[src/sv/u8cp_pkg.sv]
// Shared types and constants for the UTF-8 code point lookup block.
`timescale 1ns / 1ps

package u8cp_pkg;

    localparam int unsigned BYTE_W   = 8;
    localparam int unsigned CP_W     = 21;
    localparam int unsigned STATUS_W = 2;
    localparam int unsigned CHAR_W   = 16;

    // Lead byte masks and patterns.
    localparam logic [7:0] LEAD1_MASK = 8'h80;
    localparam logic [7:0] LEAD2_MASK = 8'hE0;
    localparam logic [7:0] LEAD2_PAT  = 8'hC0;
    localparam logic [7:0] LEAD3_MASK = 8'hF0;
    localparam logic [7:0] LEAD3_PAT  = 8'hE0;
    localparam logic [7:0] LEAD4_MASK = 8'hF8;
    localparam logic [7:0] LEAD4_PAT  = 8'hF0;
    localparam logic [7:0] PAY2_MASK  = 8'h1F;
    localparam logic [7:0] PAY3_MASK  = 8'h0F;
    localparam logic [7:0] PAY4_MASK  = 8'h07;
    localparam logic [7:0] CONT_MASK  = 8'h3F;

    localparam logic [CP_W-1:0] REPLACEMENT = 21'h00FFFD;

    localparam logic [STATUS_W-1:0] ST_FOUND = 2'd0;
    localparam logic [STATUS_W-1:0] ST_TRUNC = 2'd1;
    localparam logic [STATUS_W-1:0] ST_RANGE = 2'd2;

    typedef enum logic [2:0] {
        PH_START   = 3'd0,
        PH_SCAN    = 3'd1,
        PH_SKIP    = 3'd2,
        PH_COLLECT = 3'd3,
        PH_SWALLOW = 3'd4
    } t_phase;

    // Classification of one string byte, produced by the front end.
    typedef struct packed {
        logic       is_nul;
        logic [2:0] len;       // 0 for a byte that cannot start a character
        logic [6:0] payload;   // payload bits of a lead byte
        logic [7:0] data_byte;
    } t_byte_class;

endpackage

[src/sv/u8cp_front.sv]
// Front end: accepts string bytes and classifies them as lead bytes.
`timescale 1ns / 1ps

module u8cp_front #(
    parameter int unsigned INDEX_BITS = 16
) (
    input  logic [7:0]             i_data_byte,
    input  logic [15:0]            i_char_index,
    output u8cp_pkg::t_byte_class  o_class,
    output logic [INDEX_BITS-1:0]  o_index
);

    always_comb begin
        o_class           = '0;
        o_class.data_byte = i_data_byte;
        o_class.is_nul    = (i_data_byte == 8'h00);
        priority if ((i_data_byte & u8cp_pkg::LEAD1_MASK) == 8'h00) begin
            o_class.len     = 3'd1;
            o_class.payload = i_data_byte[6:0];
        end else if ((i_data_byte & u8cp_pkg::LEAD2_MASK) == u8cp_pkg::LEAD2_PAT) begin
            o_class.len     = 3'd2;
            o_class.payload = {2'b00, i_data_byte[4:0] & u8cp_pkg::PAY2_MASK[4:0]};
        end else if ((i_data_byte & u8cp_pkg::LEAD3_MASK) == u8cp_pkg::LEAD3_PAT) begin
            o_class.len     = 3'd3;
            o_class.payload = {3'b000, i_data_byte[3:0] & u8cp_pkg::PAY3_MASK[3:0]};
        end else if ((i_data_byte & u8cp_pkg::LEAD4_MASK) == u8cp_pkg::LEAD4_PAT) begin
            o_class.len     = 3'd4;
            o_class.payload = {4'b0000, i_data_byte[2:0] & u8cp_pkg::PAY4_MASK[2:0]};
        end else begin
            o_class.len     = 3'd0;
            o_class.payload = 7'd0;
        end
    end

    // The index travels with every item; the back end samples it at string start.
    generate
        if (INDEX_BITS > 16) begin : g_wide
            assign o_index = {{(INDEX_BITS-16){1'b0}}, i_char_index};
        end else if (INDEX_BITS == 16) begin : g_same
            assign o_index = i_char_index;
        end else begin : g_narrow
            assign o_index = i_char_index[INDEX_BITS-1:0];
        end
    endgenerate

endmodule

[src/sv/u8cp_fifo.sv]
// Two-entry queue between the front end and the back end.
`timescale 1ns / 1ps

module u8cp_fifo #(
    parameter int unsigned WIDTH = 34
) (
    input  logic             i_clk,
    input  logic             i_rst_n,
    input  logic             i_push,
    input  logic [WIDTH-1:0] i_data,
    output logic             o_full,
    input  logic             i_pop,
    output logic             o_valid,
    output logic [WIDTH-1:0] o_data
);

    logic [WIDTH-1:0] r_mem [2];
    logic             r_wr_ptr;
    logic             r_rd_ptr;
    logic [1:0]       r_count;
    logic             w_push;
    logic             w_pop;

    assign o_full  = (r_count == 2'd2);
    assign o_valid = (r_count != 2'd0);
    assign o_data  = r_mem[r_rd_ptr];
    assign w_push  = i_push && !o_full;
    assign w_pop   = i_pop && o_valid;

    always_ff @(posedge i_clk) begin
        if (w_push) begin
            r_mem[r_wr_ptr] <= i_data;
        end
    end

    always_ff @(posedge i_clk) begin
        if (!i_rst_n) begin
            r_wr_ptr <= 1'b0;
            r_rd_ptr <= 1'b0;
            r_count  <= 2'd0;
        end else begin
            if (w_push) begin
                r_wr_ptr <= ~r_wr_ptr;
            end
            if (w_pop) begin
                r_rd_ptr <= ~r_rd_ptr;
            end
            unique case ({w_push, w_pop})
                2'b10:   r_count <= r_count + 2'd1;
                2'b01:   r_count <= r_count - 2'd1;
                default: r_count <= r_count;
            endcase
        end
    end

endmodule

[src/sv/u8cp_back.sv]
// Back end: character counting, code point assembly and the result register.
`timescale 1ns / 1ps

module u8cp_back #(
    parameter int unsigned INDEX_BITS = 16
) (
    input  logic                                i_clk,
    input  logic                                i_rst_n,
    input  logic                                i_valid,
    input  u8cp_pkg::t_byte_class               i_class,
    input  logic [INDEX_BITS-1:0]               i_index,
    output logic                                o_pop,
    output logic                                o_out_valid,
    input  logic                                i_out_ready,
    output logic [u8cp_pkg::CP_W-1:0]           o_char_val,
    output logic [u8cp_pkg::STATUS_W-1:0]       o_status
);

    u8cp_pkg::t_phase                r_phase,  n_phase;
    logic [1:0]                      r_bytes_left, n_bytes_left;
    logic [INDEX_BITS-1:0]           r_chars_seen, n_chars_seen;
    logic [INDEX_BITS-1:0]           r_wanted, n_wanted;
    logic [u8cp_pkg::CP_W-1:0]       r_acc, n_acc;
    logic                            r_out_valid;
    logic [u8cp_pkg::CP_W-1:0]       r_char_val;
    logic [u8cp_pkg::STATUS_W-1:0]   r_status;
    logic                            w_emit;
    logic [u8cp_pkg::CP_W-1:0]       w_cp;
    logic [u8cp_pkg::STATUS_W-1:0]   w_st;
    u8cp_pkg::t_phase                w_cur;
    logic [1:0]                      w_bl_dec;

    // A new item may enter whenever the result register is free or being drained.
    assign o_pop        = i_valid && (!r_out_valid || i_out_ready);
    assign o_out_valid  = r_out_valid;
    assign o_char_val   = r_char_val;
    assign o_status     = r_status;

    always_comb begin
        n_phase      = r_phase;
        n_bytes_left = r_bytes_left;
        n_chars_seen = r_chars_seen;
        n_wanted     = r_wanted;
        n_acc        = r_acc;
        w_emit       = 1'b0;
        w_cp         = '0;
        w_st         = u8cp_pkg::ST_FOUND;
        w_cur        = r_phase;

        // The first byte of a string samples the index and clears the counters.
        if (r_phase == u8cp_pkg::PH_START) begin
            n_wanted     = i_index;
            n_chars_seen = '0;
            n_bytes_left = 2'd0;
            n_acc        = '0;
            w_cur        = u8cp_pkg::PH_SCAN;
        end
        w_bl_dec = n_bytes_left - 2'd1;

        unique case (w_cur)
            u8cp_pkg::PH_SCAN: begin
                n_phase = u8cp_pkg::PH_SCAN;
                if (i_class.is_nul) begin
                    n_phase = u8cp_pkg::PH_START;
                    w_emit  = 1'b1;
                    w_st    = u8cp_pkg::ST_RANGE;
                end else if (i_class.len != 3'd0) begin
                    if (n_chars_seen == n_wanted) begin
                        if (i_class.len == 3'd1) begin
                            n_phase = u8cp_pkg::PH_SWALLOW;
                            w_emit  = 1'b1;
                            w_cp    = {14'd0, i_class.payload};
                        end else begin
                            n_acc        = {14'd0, i_class.payload};
                            n_bytes_left = i_class.len[1:0] - 2'd1;
                            n_phase      = u8cp_pkg::PH_COLLECT;
                        end
                    end else begin
                        if (n_chars_seen != '1) begin
                            n_chars_seen = n_chars_seen + INDEX_BITS'(1);
                        end
                        if (i_class.len != 3'd1) begin
                            n_bytes_left = i_class.len[1:0] - 2'd1;
                            n_phase      = u8cp_pkg::PH_SKIP;
                        end
                    end
                end
            end
            u8cp_pkg::PH_SKIP: begin
                if (i_class.is_nul) begin
                    n_bytes_left = 2'd0;
                    n_phase      = u8cp_pkg::PH_START;
                    w_emit       = 1'b1;
                    w_st         = u8cp_pkg::ST_RANGE;
                end else begin
                    n_bytes_left = w_bl_dec;
                    if (w_bl_dec == 2'd0) begin
                        n_phase = u8cp_pkg::PH_SCAN;
                    end
                end
            end
            u8cp_pkg::PH_COLLECT: begin
                if (i_class.is_nul) begin
                    n_bytes_left = 2'd0;
                    n_phase      = u8cp_pkg::PH_START;
                    w_emit       = 1'b1;
                    w_cp         = u8cp_pkg::REPLACEMENT;
                    w_st         = u8cp_pkg::ST_TRUNC;
                end else begin
                    // Trailing bytes are taken as they come, without a continuation check.
                    n_acc = {n_acc[14:0],
                             i_class.data_byte[5:0] & u8cp_pkg::CONT_MASK[5:0]};
                    n_bytes_left = w_bl_dec;
                    if (w_bl_dec == 2'd0) begin
                        n_phase = u8cp_pkg::PH_SWALLOW;
                        w_emit  = 1'b1;
                        w_cp    = n_acc;
                    end
                end
            end
            default: begin
                if (i_class.is_nul) begin
                    n_phase = u8cp_pkg::PH_START;
                end
            end
        endcase
    end

    always_ff @(posedge i_clk) begin
        if (!i_rst_n) begin
            r_phase      <= u8cp_pkg::PH_START;
            r_bytes_left <= 2'd0;
            r_chars_seen <= '0;
            r_wanted     <= '0;
            r_acc        <= '0;
            r_out_valid  <= 1'b0;
        end else begin
            if (o_pop) begin
                r_phase      <= n_phase;
                r_bytes_left <= n_bytes_left;
                r_chars_seen <= n_chars_seen;
                r_wanted     <= n_wanted;
                r_acc        <= n_acc;
            end
            if (o_pop && w_emit) begin
                r_out_valid <= 1'b1;
            end else if (i_out_ready) begin
                r_out_valid <= 1'b0;
            end
        end
    end

    always_ff @(posedge i_clk) begin
        if (o_pop && w_emit) begin
            r_char_val <= w_cp;
            r_status   <= w_st;
        end
    end

`ifndef SYNTHESIS
    a_nul_restarts: assert property (@(posedge i_clk) disable iff (!i_rst_n)
        (o_pop && i_class.is_nul) |=> (r_phase == u8cp_pkg::PH_START))
        else $error("NUL item did not return the decoder to string start");

    a_trunc_value: assert property (@(posedge i_clk) disable iff (!i_rst_n)
        (r_out_valid && r_status == u8cp_pkg::ST_TRUNC)
            |-> (r_char_val == u8cp_pkg::REPLACEMENT))
        else $error("truncated result without replacement code point");

    a_range_value: assert property (@(posedge i_clk) disable iff (!i_rst_n)
        (r_out_valid && r_status == u8cp_pkg::ST_RANGE) |-> (r_char_val == '0))
        else $error("out-of-range result with nonzero code point");

    a_trail_count: assert property (@(posedge i_clk) disable iff (!i_rst_n)
        (r_phase == u8cp_pkg::PH_SKIP || r_phase == u8cp_pkg::PH_COLLECT)
            |-> (r_bytes_left != 2'd0))
        else $error("multi-byte character phase with no trailing bytes due");

    a_no_drop: assert property (@(posedge i_clk) disable iff (!i_rst_n)
        (r_out_valid && !i_out_ready) |=> r_out_valid)
        else $error("pending result was lost while stalled");
`endif

endmodule

[src/sv/utf8_code_point_at_index.sv]
// Top level of the UTF-8 code point lookup at a character index.
`timescale 1ns / 1ps

// Streams a NUL-terminated UTF-8 string in, one byte per item, and returns the
// code point of the character at the index sampled with the string's first
// byte: status found, truncated (0xFFFD, NUL inside the wanted character) or
// out of range (0, NUL before the wanted character). Invalid lead bytes are
// skipped and not counted; bytes after a result are dropped up to the NUL.
// The block takes one byte every clock cycle while its queue has room. A byte
// passes the classifier into a two-entry queue and is processed from there by
// the counting and assembly stage, which registers the result when it takes the
// byte that completes it. While a result waits to be taken the back end
// holds, and the queue absorbs up to two more bytes before the input stalls; the
// input ready comes from the queue's registered fill count after that.
module utf8_code_point_at_index #(
    parameter int unsigned INDEX_BITS = 16
) (
    input  logic        i_clk,
    input  logic        i_rst_n,
    input  logic        i_s_tvalid,
    output logic        o_s_tready,
    input  logic [23:0] i_s_tdata,   // [7:0] data_byte, [23:8] char_index
    output logic        o_m_tvalid,
    input  logic        i_m_tready,
    output logic [23:0] o_m_tdata    // [20:0] code point, [22:21] status, [23] zero
);

    localparam int unsigned QW = INDEX_BITS + $bits(u8cp_pkg::t_byte_class);

    u8cp_pkg::t_byte_class                w_class;
    u8cp_pkg::t_byte_class                w_q_class;
    logic [INDEX_BITS-1:0]                w_index;
    logic [INDEX_BITS-1:0]                w_q_index;
    logic [QW-1:0]                        w_q_out;
    logic                                 w_full;
    logic                                 w_q_valid;
    logic                                 w_pop;
    logic [u8cp_pkg::CP_W-1:0]            w_char_val;
    logic [u8cp_pkg::STATUS_W-1:0]        w_status;

    u8cp_front #(
        .INDEX_BITS (INDEX_BITS)
    ) u_front (
        .i_data_byte  (i_s_tdata[7:0]),
        .i_char_index (i_s_tdata[23:8]),
        .o_class      (w_class),
        .o_index      (w_index)
    );

    u8cp_fifo #(
        .WIDTH (QW)
    ) u_fifo (
        .i_clk   (i_clk),
        .i_rst_n (i_rst_n),
        .i_push  (i_s_tvalid),
        .i_data  ({w_index, w_class}),
        .o_full  (w_full),
        .i_pop   (w_pop),
        .o_valid (w_q_valid),
        .o_data  (w_q_out)
    );

    assign o_s_tready = !w_full;
    assign w_q_class  = w_q_out[$bits(u8cp_pkg::t_byte_class)-1:0];
    assign w_q_index  = w_q_out[QW-1:$bits(u8cp_pkg::t_byte_class)];

    u8cp_back #(
        .INDEX_BITS (INDEX_BITS)
    ) u_back (
        .i_clk        (i_clk),
        .i_rst_n      (i_rst_n),
        .i_valid      (w_q_valid),
        .i_class      (w_q_class),
        .i_index      (w_q_index),
        .o_pop        (w_pop),
        .o_out_valid  (o_m_tvalid),
        .i_out_ready  (i_m_tready),
        .o_char_val   (w_char_val),
        .o_status     (w_status)
    );

    assign o_m_tdata = {1'b0, w_status, w_char_val};

endmodule

[config.mk]
export PLATFORM = sky130hd
export DESIGN_NAME = utf8_code_point_at_index
export DESIGN_NICKNAME = d
export VERILOG_FILES = /design/src/sv/u8cp_pkg.sv /design/src/sv/u8cp_front.sv /design/src/sv/u8cp_fifo.sv /design/src/sv/u8cp_back.sv /design/src/sv/utf8_code_point_at_index.sv
export SDC_FILE = /design/constraint.sdc
export NUM_CORES = 1
export LEC_CHECK = 0
export ABC_AREA = 1
export BUFFER_PORTS_ARGS = -buffer_cell sky130_fd_sc_hd__buf_2
export CAP_MARGIN = 20
export CORE_MARGIN = 2
export CORE_UTILIZATION = 60
export DETAILED_ROUTE_END_ITERATION = 8
export HOLD_SLACK_MARGIN = 0.06
export PLACE_DENSITY = 0.8
export SYNTH_ARGS = -nofsm -noshare
export SYNTH_HDL_FRONTEND = slang
export SYNTH_SLANG_ARGS = --single-unit
[constraint.sdc]
create_clock -name i_clk -period 8.07 [get_ports i_clk]
set_input_delay 0.4035 -clock i_clk [delete_from_list [all_inputs] [get_ports i_clk]]
set_output_delay 0.4035 -clock i_clk [all_outputs]
set_load 0.05 [all_outputs]
== Yosys cells after proc, flatten, opt, wreduce, memory -nomap -nowiden ==
Memory sizes are Yosys's and may differ from the RTL's. A register that Yosys moved wholly into a read port is not among the register bits.
Cells that the tools add are included.

* Memory bits (writable): 70
* Bits in registers: 86
* Word-level logic and storage cells: 116
* Input bits: 28
* Output and inout bits: 26
* Memories: 1

{| class="wikitable"
|+ Memory list
! memory !! depth !! bits a word !! rd ports !! clocked after Yosys merged registers in !! write ports !! RTL line !! RTL
|-
| u_fifo.r_mem || 2 || 35 || 1 || 1 || 1 || u8cp_fifo.sv:17 || <nowiki>logic [WIDTH-1:0] r_mem [2];</nowiki>
|}

* Reductions and logical operators: 19
* Add/subtract/negate cells: 5
* Equality and inequality tests: 15
* Muxes and demuxes: 63
* Bitwise operators: 2

{| class="wikitable"
|+ Operator list
! operator !! count
|-
| 21-bit 2-to-1 mux || 11
|-
| 16-bit 2-to-1 mux || 7
|-
| 21-bit one-hot mux with 2 select lines || 2
|-
| 10-bit 2-to-1 mux || 4
|-
| 3-bit 2-to-1 mux || 10
|-
| 2-bit 2-to-1 mux || 9
|-
| 16-bit by 1-bit adder with 16-bit output, second input constant || 1
|-
| 16-bit equality test || 1
|-
| 8-bit zero test || 2
|-
| 16-bit != test, second input constant || 1
|-
| 1-bit 2-to-1 mux || 14
|-
| 2-bit one-hot mux with 2 select lines || 3
|-
| 3-bit one-hot mux with 3 select lines || 1
|-
| 7-bit 2-to-1 mux || 1
|-
| 3-bit by 1-bit equality test with 1-bit output, second input constant || 2
|-
| 3-bit by 2-bit equality test with 1-bit output, second input constant || 2
|-
| 3-bit by 2-bit != test with 1-bit output, second input constant || 2
|-
| 2-bit nonzero test || 3
|-
| 2-bit by 1-bit subtractor with 2-bit output, second input constant || 3
|-
| 5-bit equality test, second input constant || 1
|-
| 2-bit equality test, second input constant || 2
|-
| 4-bit equality test, second input constant || 1
|-
| 1-bit logical AND || 4
|-
| 4-bit AND reduction || 1
|-
| other kinds (13) || 16
|}

== Logic depth before layout (Yosys ltp) ==
Gate-level depths: netlist of run 1.

* Word-level depth: 9
* Mapped depth: 18
* Gate-level depth less buffers: 17

== By module ==
A second synthesis of run 1 with hierarchy kept.

* Cells, all modules: 837
* Area total of the unflattened synthesis: 7708.6 um^2

{| class="wikitable"
|+ By module, submodules not included
! module !! cells each !! area each (um^2) !! times used !! seq. area each (um^2)
|-
| u8cp_back || 623 || 4374.2 || 1 || 1751.7
|-
| u8cp_fifo || 147 || 2925.3 || 1 || 2202.1
|-
| u8cp_front || 64 || 394.1 || 1 || 0.0
|-
| utf8_code_point_at_index || 3 || 15.0 || 1 || 0.0
|}

== Worst setup path before layout of run 1 ==
No wires, ideal clock.

* Path type: flip-flop to flip-flop
* Start: register u_fifo.r_count[0]
* End: memory u_fifo.r_mem[1][0] (netlist bit), enable pin
* Data arrival time: 2.396 ns
* Cell stages (with the launch flop): 5
* Setup slack: 5.249 ns
* Library setup time: 0.425 ns
* Required time: 7.645 ns
* Period minus slack after synthesis: 2.821 ns
* Buffers on the path: 0
* Cells stage by stage: dfxtp_1 > inv_1 > nand2_1 > nand2_1 > nor2_1

* Cells in the longest elaborated chain, start to end: 5

{| class="wikitable"
|+ RTL lines
! item !! RTL line !! RTL
|-
| start, declared || u8cp_fifo.sv:20 || <nowiki>logic [1:0] r_count;</nowiki>
|-
| start signal, assigned || u8cp_fifo.sv:49 || <nowiki>2'b10: r_count <= r_count + 2'd1;</nowiki>
|-
| start signal, assigned || u8cp_fifo.sv:50 || <nowiki>2'b01: r_count <= r_count - 2'd1;</nowiki>
|-
| start signal, assigned || u8cp_fifo.sv:51 || <nowiki>default: r_count <= r_count;</nowiki>
|-
| 2-bit equality test || u8cp_fifo.sv:24 || <nowiki>assign o_full = (r_count == 2'd2);</nowiki>
|-
| 1-bit zero test || n/a ||
|-
| via o_s_tready || utf8_code_point_at_index.sv:21 || <nowiki>output logic o_s_tready,</nowiki>
|-
| 1-bit logical AND || u8cp_fifo.sv:27 || <nowiki>assign w_push = i_push && !o_full;</nowiki>
|-
| 1-bit 2-to-1 mux || u8cp_fifo.sv:31 || <nowiki>if (w_push) begin</nowiki>
|-
| 1-bit 2-to-1 mux (not written as such) || u8cp_fifo.sv:32 || <nowiki>r_mem[r_wr_ptr] <= i_data;</nowiki>
|-
| end, declared || u8cp_fifo.sv:17 ||
|}

The timed path passes the listed nets, and every way through them passes these cells.

==> results.txt, run 1 <==
----------------------------------------------------
[Detailed routing]
  Number of nets still failing antenna checks after routing ... 0
  Via total after detailed routing ... 5700
  Iteration-0 DRC count of the detailed router ... 589
  Sum of routed wire length over all layers ... approximately 16000 um
  Router iterations before antenna repair ... 6
  Per-cell routed wire length ... roughly 16 um
  Via density per instance ... 5.62
  Remaining DRCs ... 0

[CTS]
  Clock tree from TritonCTS ... done
  CTS root buffer ... sky130_fd_sc_hd__clkbuf_16
  Number of clock sinks ... 147
  TritonCTS buffer count ... 17
  Number of buffers added for setup after CTS ... 0
  Clock-pin slew on the worst setup and hold paths ... 60 ps
  Number of buffers inserted by hold repair at cts ... 0
  Clock latency on the worst-skew pair ... roughly 430 ps
  Bufs on Longest Clock Path ... 2
  Number of levels the H-tree was split into ... 4
  Resized Gates After CTS ... 0

[Synthesis]
  Syn_nets ... 842
  Post-synth EDFFs ... between 80 and 90
  Async SR Flop Fraction ... 0%
  Post-synthesis adder-cell area fraction ... under 10%
  #FFs+latches synth ... roughly 150
  Dominant combinational cell family by area after synthesis ... simple AND/OR/NAND/NOR gates
  Sequential fraction of the synthesis area ... ~55%
  Netlist area before placement ... 7020 sq um
  Number of synthesis warnings ... 0
  Cell count after synthesis ... around 810
  Top flip-flop cell by instance count after synthesis ... sky130_fd_sc_hd__edfxtp_1
  Average cell area after synthesis ... 8.69 sq um
  Number of library cell types mapped by synthesis ... 54
  Compound-Gate Fraction of Synth Area ... 11.8%
  Xor and xnor fraction of the mapped netlist area ... less than 1%
  Share of cell area taken by muxes after synthesis ... 0.570%
  Simple logic cell fraction of the synthesized area ... 23.1%

[Power]
  Power density over cell area ... 372 nW/um^2
  Seq pwr share ... between 30% and 40%
  Switching component of the power ... 1.15 mW
  Clk network pwr share ... approximately 29%
  Total Power ... 2.98 mW
  IR drop worst, VDD ... 297 uV
  Combinational share of power ... 34.6%
  Leakage power total ... 3.34 nW
  Internal power of the cells ... 1.82 mW
  Switching share of power ... 38.7%

[Min path]
  Launch instance of the worst min-delay path ... i_s_tdata[11]
  Classification of the worst-slack hold path ... in2reg

[Placement]
  # port buffers ... 52
  Gp weighted congestion ... 0.909
  Placed instance count ... just under 1000
  Placed Instance Area ... about 7400 sq um
  Post-placement setup slack ... ~4700 ps
  Post-detail-place hpwl ... 10700 um

[Timing]
  Count of endpoints failing hold in the final timing report ... 0
  Fin Setup TNS ... 0 ps
  RSZ-0062 raised after global routing ... false
  Setup clock skew after layout ... 9.71 ps
  Worst hold margin ... 169 ps
  Share of the clock period used by the worst path ... 41.1%
  Fmax achieved ... about 300 MHz
  Endpoints failing setup ... 0
  Final setup margin ... 4750 ps
  Final number of max-transition violations ... 0
  Final worst path period need ... 3320 ps
  Worst-Margin Slew ... 970 ps
  Relative slew margins ... a little over a third

[Status]
  Run status ... completed

[Critical path]
  Critical path start-end classification ... reg2reg
  Slowest stage cell, crit path ... sky130_fd_sc_hd__nor2_1
  Critical path required time ... 8090 ps
  Highest fanout seen on the critical path ... 41
  Nature of the critical path endpoint ... flip-flop
  Maximum cell stage delay along the critical path ... 720 ps
  Worst setup SP type ... flip-flop
  Critical path data arrival time ... 3330 ps
  Chain of cells forming the critical path ... buf_4 -> inv_2 -> nand2_1 -> nand2_2 -> nor2_1 -> inv_1 -> nor2_1 -> o22ai_1 -> nand3_1 -> inv_1

[Floorplan]
  DIE HEIGHT ... 112 um
  Number of top-level design ports ... 54
  Die span in x ... 112 um
  Overall die area ... 12600 sq um
  Effective utilization at floorplan ... 61.5%
  # rows ... 39
  CORE AREA ... roughly 11000 sq um

[Cells and area]
  Combined area of the multi-input logic cells ... 2650 sq um
  Register cell area after layout ... 3830 sq um
  Layout filler cell count ... between 800 and 900
  Post-Layout Inst Area ... 8010 sq um
  Proportion of layout cells with a drive suffix above 1 ... 14.9%
  Fraction of the core area covered by cells at the end of the flow ... 70.1%
  Diode count ... 0
  Number of nets in the layout ... 892
  Number of standard cells in the final layout excluding fillers ... around 1000
  Syn-to-layout area delta ... 14.1%

[GRT]
  Largest net degree at the start of global routing ... 46
  Via count of the first global-routing pass ... 5320
  Global-route wire length before repair ... 26000 um
  Aggregate global-route resource usage ... 26.2%
  Global-route congestion overflow total ... 0
  Number of antenna violations at the first check in global routing ... 0

[Flow run]
  Reported max-cap violation count ... 0

----------------------------------------------------
==> path summary, 6_finish.rpt <==
path / end / slack, ps / cells after the start
max: u_back.o_char_val[5] / 4750 / 10
min reg2reg: u_back.r_wanted[12] / 470 / 2
max reg2reg: u_back.o_char_val[5] / 4750 / 10
min: u_fifo.r_mem[1][22] / 170 / 1
==> state kept, by name (all words and copies together), names as in the netlist, named ones only <==
| signal | flops |
|---|---|
| u_back.o_char_val | 21 |
| u_back.o_out_valid | 1 |
| u_back.o_status | 2 |
| u_back.r_acc | 15 |
| u_back.r_bytes_left | 2 |
| u_back.r_chars_seen | 16 |
| u_back.r_phase | 3 |
| u_back.r_wanted | 16 |
| u_fifo.r_count | 2 |
| u_fifo.r_mem | 66 |
| u_fifo.r_rd_ptr | 1 |
| u_fifo.r_wr_ptr | 1 |
==> worst max-delay path: cells and delay by family, from the launching register on <==
family | cells | cell delay, ps
and+or+nand+nor | 5 | 1240
buffers and inverters | 4 | 1240
AOI/OAI and AO/OA | 1 | 90
DFF | 1 | 310
==> layer usage <==
metal / up-vias / GRT usage, % / part of all wire, %
li1: 2792 / - / -
met1: 2603 / 36.0 / 43
met2: 267 / 40.6 / 47
met3: 38 / 6.26 / 8.2
met4: 0 / 10.2 / 1.8
met5: - / 0 / 0
==> Yosys cell counts (all sizes together), types with 2 or more instances <==
library cell | number | area [sq um]
mux2i | 4 | 40.0
edfxtp | 89 | 2670
or2 | 3 | 18.8
xnor2 | 2 | 17.5
nand2 | 212 | 840
dfxtp | 58 | 1160
buf | 11 | 91.3
a21oi | 41 | 213
nand4 | 9 | 77.6
inv | 101 | 382
a31oi | 8 | 50.1
nor3 | 8 | 45.0
clkinv | 3 | 12.5
a211oi | 10 | 75.1
a41oi | 5 | 43.8
o21bai | 3 | 22.5
o21ai | 59 | 295
xor2 | 6 | 52.6
nand3b | 2 | 18.8
o211ai | 3 | 22.5
ha | 6 | 75.1
nand3 | 37 | 195
clkbuf | 16 | 60.1
nor2 | 94 | 407
o22ai | 2 | 12.5
o31ai | 7 | 52.6
==> power groups by stage <==
| stage | combinational, mW | clock, mW | sequential (mW) |
|---|---|---|---|
| after global routing | 1.14 | 0.898 | 1.11 |
| final | 1.03 | 0.857 | 1.09 |
| after CTS | 1.01 | 0.864 | 1.09 |
| after floorplan | 0.695 | 0 | 1.19 |
| after global placement | 0.978 | 0 | 1.09 |
| after detailed placement | 1.00 | 0 | 1.10 |
==> cells in the final DEF, fill, tap and decap left out, types with 3 or more instances in the layout <==
| master | instances |
|---|---|
| sky130_fd_sc_hd__mux2i_1 | 4 |
| sky130_fd_sc_hd__nor2_2 | 11 |
| sky130_fd_sc_hd__nand2_1 | 204 |
| sky130_fd_sc_hd__a41oi_1 | 5 |
| sky130_fd_sc_hd__nor2_1 | 80 |
| sky130_fd_sc_hd__nand3_1 | 35 |
| sky130_fd_sc_hd__clkbuf_16 | 17 |
| sky130_fd_sc_hd__o21ai_1 | 9 |
| sky130_fd_sc_hd__o31ai_1 | 7 |
| sky130_fd_sc_hd__o21bai_1 | 3 |
| sky130_fd_sc_hd__bufinv_16 | 5 |
| sky130_fd_sc_hd__a31oi_1 | 8 |
| sky130_fd_sc_hd__nand4_1 | 7 |
| sky130_fd_sc_hd__o211ai_1 | 3 |
| sky130_fd_sc_hd__dfxtp_1 | 58 |
| sky130_fd_sc_hd__inv_2 | 8 |
| sky130_fd_sc_hd__a21oi_1 | 39 |
| sky130_fd_sc_hd__clkinvlp_4 | 3 |
| sky130_fd_sc_hd__ha_1 | 6 |
| sky130_fd_sc_hd__o21ai_0 | 50 |
| sky130_fd_sc_hd__buf_4 | 6 |
| sky130_fd_sc_hd__xor2_1 | 6 |
| sky130_fd_sc_hd__nand2_2 | 5 |
| sky130_fd_sc_hd__edfxtp_1 | 89 |
| sky130_fd_sc_hd__a211oi_1 | 10 |
| sky130_fd_sc_hd__buf_2 | 52 |
| sky130_fd_sc_hd__inv_1 | 92 |
| sky130_fd_sc_hd__nor3_1 | 7 |
==> cell families after synthesis <==
| group | count (synthesis) |
|---|---|
| simple gates | 368 |
| flops | 147 |
| compound gates | 143 |
| buf+inv | 131 |
| xor+xnor | 8 |
| fa+ha+maj | 6 |
| mux | 4 |
| other cells | 1 |
==> final cells by class <==
class / count / share of cell area (%)
flip-flops and latches: 147 / 47.9
multi-input cells: 530 / 33.0
clock buffers: 20 / 5.58
inverters: 104 / 4.92
repair buffers: 58 / 3.81
clock inverters: 12 / 2.55
well taps: 143 / 2.23
Note: power is estimated with default switching activity, not from simulation.
==> run 2: changes to the inputs <==
--- a/config.mk
+++ b/config.mk
@@ -5,7 +5,7 @@
 export SDC_FILE = /design/constraint.sdc
 export NUM_CORES = 1
 export LEC_CHECK = 0
-export ABC_AREA = 1
+export ABC_AREA = 0
 export BUFFER_PORTS_ARGS = -buffer_cell sky130_fd_sc_hd__buf_2
 export CAP_MARGIN = 20
 export CORE_MARGIN = 2
==> constraint.sdc (replaced) <==
create_clock -name i_clk -period 3.4 [get_ports i_clk]
set_input_delay 0.17 -clock i_clk [delete_from_list [all_inputs] [get_ports i_clk]]
set_output_delay 0.17 -clock i_clk [all_outputs]
set_load 0.05 [all_outputs]
==> results.txt, run 2 <==
----------------------------------------------------
[Cells and area]
  Most flop-heavy register ... u_fifo.r_mem
  Syn-to-layout area delta ... 18.8%
  Number of nets in the layout ... 699 (-22%)
  Proportion of layout cells with a drive suffix above 1 ... 19.3% (+4.4 points)
  Most frequent standard cell in the layout excluding fill and tap cells ... sky130_fd_sc_hd__edfxtp_1
  Layout filler cell count ... 752 (-14%)
  Diode count ... 0 (unchanged)
  Most used cells in the layout excluding fill and tap cells ... 89 x sky130_fd_sc_hd__edfxtp_1, 66 x sky130_fd_sc_hd__nand2_1, 57 x sky130_fd_sc_hd__dfxtp_1
  Flip-flop count of the largest register, all copies and words added ... 66 (unchanged)

[Timing]
  Final number of max-transition violations ... 0 (unchanged)
  Share of the clock period used by the worst path ... 91.7% (+51 points)
  Fin Setup TNS ... 0 ps (unchanged)
  Relative slew margins ... 44.7% (+9.4 points)
  Worst-Margin Slew ... 828 ps (-141 ps)
  RSZ-0062 raised after global routing ... false
  Fmax achieved ... 321 MHz (+6.5%)
  Final worst path period need ... 3120 ps (-203 ps)
  Endpoints failing setup ... 0 (unchanged)
  Worst hold margin ... 88.0 ps (-81.0 ps)
  Count of endpoints failing hold in the final timing report ... 0 (unchanged)
  Setup clock skew after layout ... 13.7 ps (+4.03 ps)

[Synthesis]
  Average cell area after synthesis ... 11.3 sq um (+30%)
  Number of synthesis warnings ... 0 (unchanged)
  Cell taking the most area after synthesis ... sky130_fd_sc_hd__edfxtp_1
  Cell count after synthesis ... 589 (-27%)
  Post-synth EDFFs ... 89 (unchanged)
  Library cell with the highest instance count after synthesis ... sky130_fd_sc_hd__edfxtp_1
  Netlist area before placement ... 6650 sq um (-5.3%)
  Number of library cell types mapped by synthesis ... 64 (+19%)
  Proportion of netlist area held by the largest area contributor ... 40.2% (+2.1 points)
  Async SR Flop Fraction ... 0% (unchanged)
  Sequential fraction of the synthesis area ... 57.7% (+3.1 points)
  Syn_nets ... 623 (-26%)
  Most numerous cell types in the synthesized netlist ... 89 x sky130_fd_sc_hd__edfxtp_1, 66 x sky130_fd_sc_hd__nand2_1, 58 x sky130_fd_sc_hd__dfxtp_1, 50 x sky130_fd_sc_hd__nor2_1, 27 x sky130_fd_sc_hd__mux2i_1
  #FFs+latches synth ... 147 (unchanged)
  Top flip-flop cell by instance count after synthesis ... sky130_fd_sc_hd__edfxtp_1
  Cells taking the most area after synthesis ... sky130_fd_sc_hd__edfxtp_1 40%, sky130_fd_sc_hd__dfxtp_1 17%, sky130_fd_sc_hd__mux2i_1 4.1%

[Critical path]
  Slowest stage cell, crit path ... sky130_fd_sc_hd__dfxtp_2
  Critical path data arrival time ... 3330 ps (about the same)
  Highest fanout seen on the critical path ... 24 (-41%)
  Critical path start-end classification ... reg2reg
  Maximum cell stage delay along the critical path ... 500 ps (-220 ps)
  Top cell by count, worst path ... sky130_fd_sc_hd__a2111oi_4
  Critical path required time ... 3610 ps (-4480 ps)
  Chain of cells forming the critical path ... nor4b_1 -> a22oi_1 -> a2111oi_4 -> o21ai_4 -> inv_1 -> ha_1 -> a21oi_1 -> o21ai_0 -> o21ai_1 -> a2111oi_4 -> buf_6
  Nature of the critical path endpoint ... flip-flop
  Worst setup SP type ... flip-flop

[Detailed routing]
  Router iterations before antenna repair ... 5 (-1)
  Via density per instance ... 6.04 (+7.5%)
  Iteration-0 DRC count of the detailed router ... 306 (-48%)
  Number of nets still failing antenna checks after routing ... 0 (unchanged)
  Remaining DRCs ... 0 (unchanged)
  Via total after detailed routing ... 4943 (-13%)
  Sum of routed wire length over all layers ... 14600 um (-7.4%)
  Per-cell routed wire length ... 17.9 um (+15%)

[GRT]
  Number of antenna violations at the first check in global routing ... 0 (unchanged)
  Global-route wire length before repair ... 23600 um (-9.1%)
  Largest net degree at the start of global routing ... 30 (-35%)
  Aggregate global-route resource usage ... 26.2% (about the same)
  Global-route congestion overflow total ... 0 (unchanged)
  Via count of the first global-routing pass ... 4710 (-11%)

[Floorplan]
  Die span in x ... 109 um (-2.6%)
  # rows ... 38 (-2.6%)
  Overall die area ... 11900 sq um (-5.1%)
  Number of top-level design ports ... 54 (unchanged)
  Effective utilization at floorplan ... 61.3% (-0.16 points)
  CORE AREA ... 10800 sq um (-5.1%)
  DIE HEIGHT ... 109 um (-2.6%)

[Status]
  Run status ... completed

[Min path]
  Classification of the worst-slack hold path ... in2reg

[CTS]
  Clock latency on the worst-skew pair ... 530 ps (+100 ps)
  TritonCTS buffer count ... 17 (unchanged)
  Bufs on Longest Clock Path ... 2 (unchanged)
  Number of levels the H-tree was split into ... 4 (unchanged)
  CTS root buffer ... sky130_fd_sc_hd__clkbuf_8
  Number of clock sinks ... 147 (unchanged)
  Clock-pin slew on the worst setup and hold paths ... 60 ps (about the same)
  Number of buffers added for setup after CTS ... 0 (unchanged)
  Clock tree from TritonCTS ... done

[Placement]
  Gp weighted congestion ... 0.910 (about the same)
  # port buffers ... 52 (unchanged)
  Post-detail-place hpwl ... 9450 um (-11%)

[Flow run]
  Reported max-cap violation count ... 0 (unchanged)

[Power]
  Leakage power total ... 2.87 nW (-14%)
  IR drop worst, VDD ... 474 uV (+59%)
  Power density over cell area ... 796 nW/um^2 (+110%)

----------------------------------------------------
-- run 2: cell count changes after synthesis, moves of 16 or more --
cell,change
sky130_fd_sc_hd__xnor2_1,+16
sky130_fd_sc_hd__o21ai_0,-27
sky130_fd_sc_hd__a21oi_1,-22
sky130_fd_sc_hd__mux2i_1,+23
sky130_fd_sc_hd__inv_1,-82
sky130_fd_sc_hd__nor2_1,-32
sky130_fd_sc_hd__nand3_1,-18
sky130_fd_sc_hd__nand2_1,-138
-- run 2: cells by family after synthesis --
group | share of synthesized area, %
fa+ha+maj | 1.13
buf+inv | 3.09
other cells | 0.0564
flops | 57.7
mux | 6.44
compound gates | 12.9
xor+xnor | 3.03
simple gates | 15.6
-- run 2: layer usage --
layer,global-route usage (%),vias up,share of wire (%)
met3,5.62,32,5.7
met5,0,-,0
met2,41.7,199,48
met1,35.0,2369,44
met4,10.5,0,2.1
li1,-,2343,-
-- run 2: worst paths after layout --
check	start	endpoint	slack [ps]	cells past startpoint
worst min-delay path	i_s_tvalid	u_fifo.r_wr_ptr	90	4
worst min register to register	u_back.r_acc[11]	u_back.r_acc[11]	450	2
worst max-delay path	flip-flop	u_back.o_char_val[18]	280	11
worst max register to register	flip-flop	u_back.o_char_val[18]	280	11
-- run 2: power breakdown --
part | internal [mW] | switching [mW] | total [mW]
logic | 0.672 | 1.31 | 1.98
clock network | 1.14 | 0.723 | 1.86
registers | 2.25 | 0.191 | 2.44
-- run 2: cell type report --
class / count / area [sq um] / share of cell area (%)
Sequential cell: 147 / 3830 / 48.6
Multi-Input combinational cell: 397 / 2630 / 33.3
Timing Repair Buffer: 92 / 624 / 7.91
Clock buffer: 19 / 432 / 5.47
Tap cell: 140 / 175 / 2.22
Clock inverter: 13 / 158 / 2.00
Inverter: 10 / 37.5 / 0.476
-- run 2: through the flow --
| step | total power, mW | instances | cell area, sq um | util (%) | worst slack [ps] |
|---|---|---|---|---|---|
| final | 6.28 | 818 | 7890 | 72.8 | 283 |
| after global routing | 6.57 | 818 | 7890 | 72.8 | 52.7 |
| after CTS | 6.27 | 818 | 7890 | 72.8 | 280 |
| after detailed placement | 4.38 | 762 | 7060 | 65.1 | 305 |
| after global placement | 4.33 | 762 | 7060 | 65.1 | 429 |
| after floorplan | 3.94 | 589 | 6680 | - | 22.4 |
-- run 2: critical path, delay by kind of cell, from the launching register on --
family,cells,cell delay (ps)
AND/OR/NAND/NOR,1,320
buffers and inverters,2,340
flip-flops,1,500
adder cells (fa/ha/maj),1,160
AO/OA/AOI/OAI,7,1480
-- run 2: repair_timing --
item / in CTS / in global routing
hold endpoints to repair: 59 / 0
hold buffers: 24 / 0
setup endpoints to repair: 0 / 23
gates resized for setup: 0 / 1
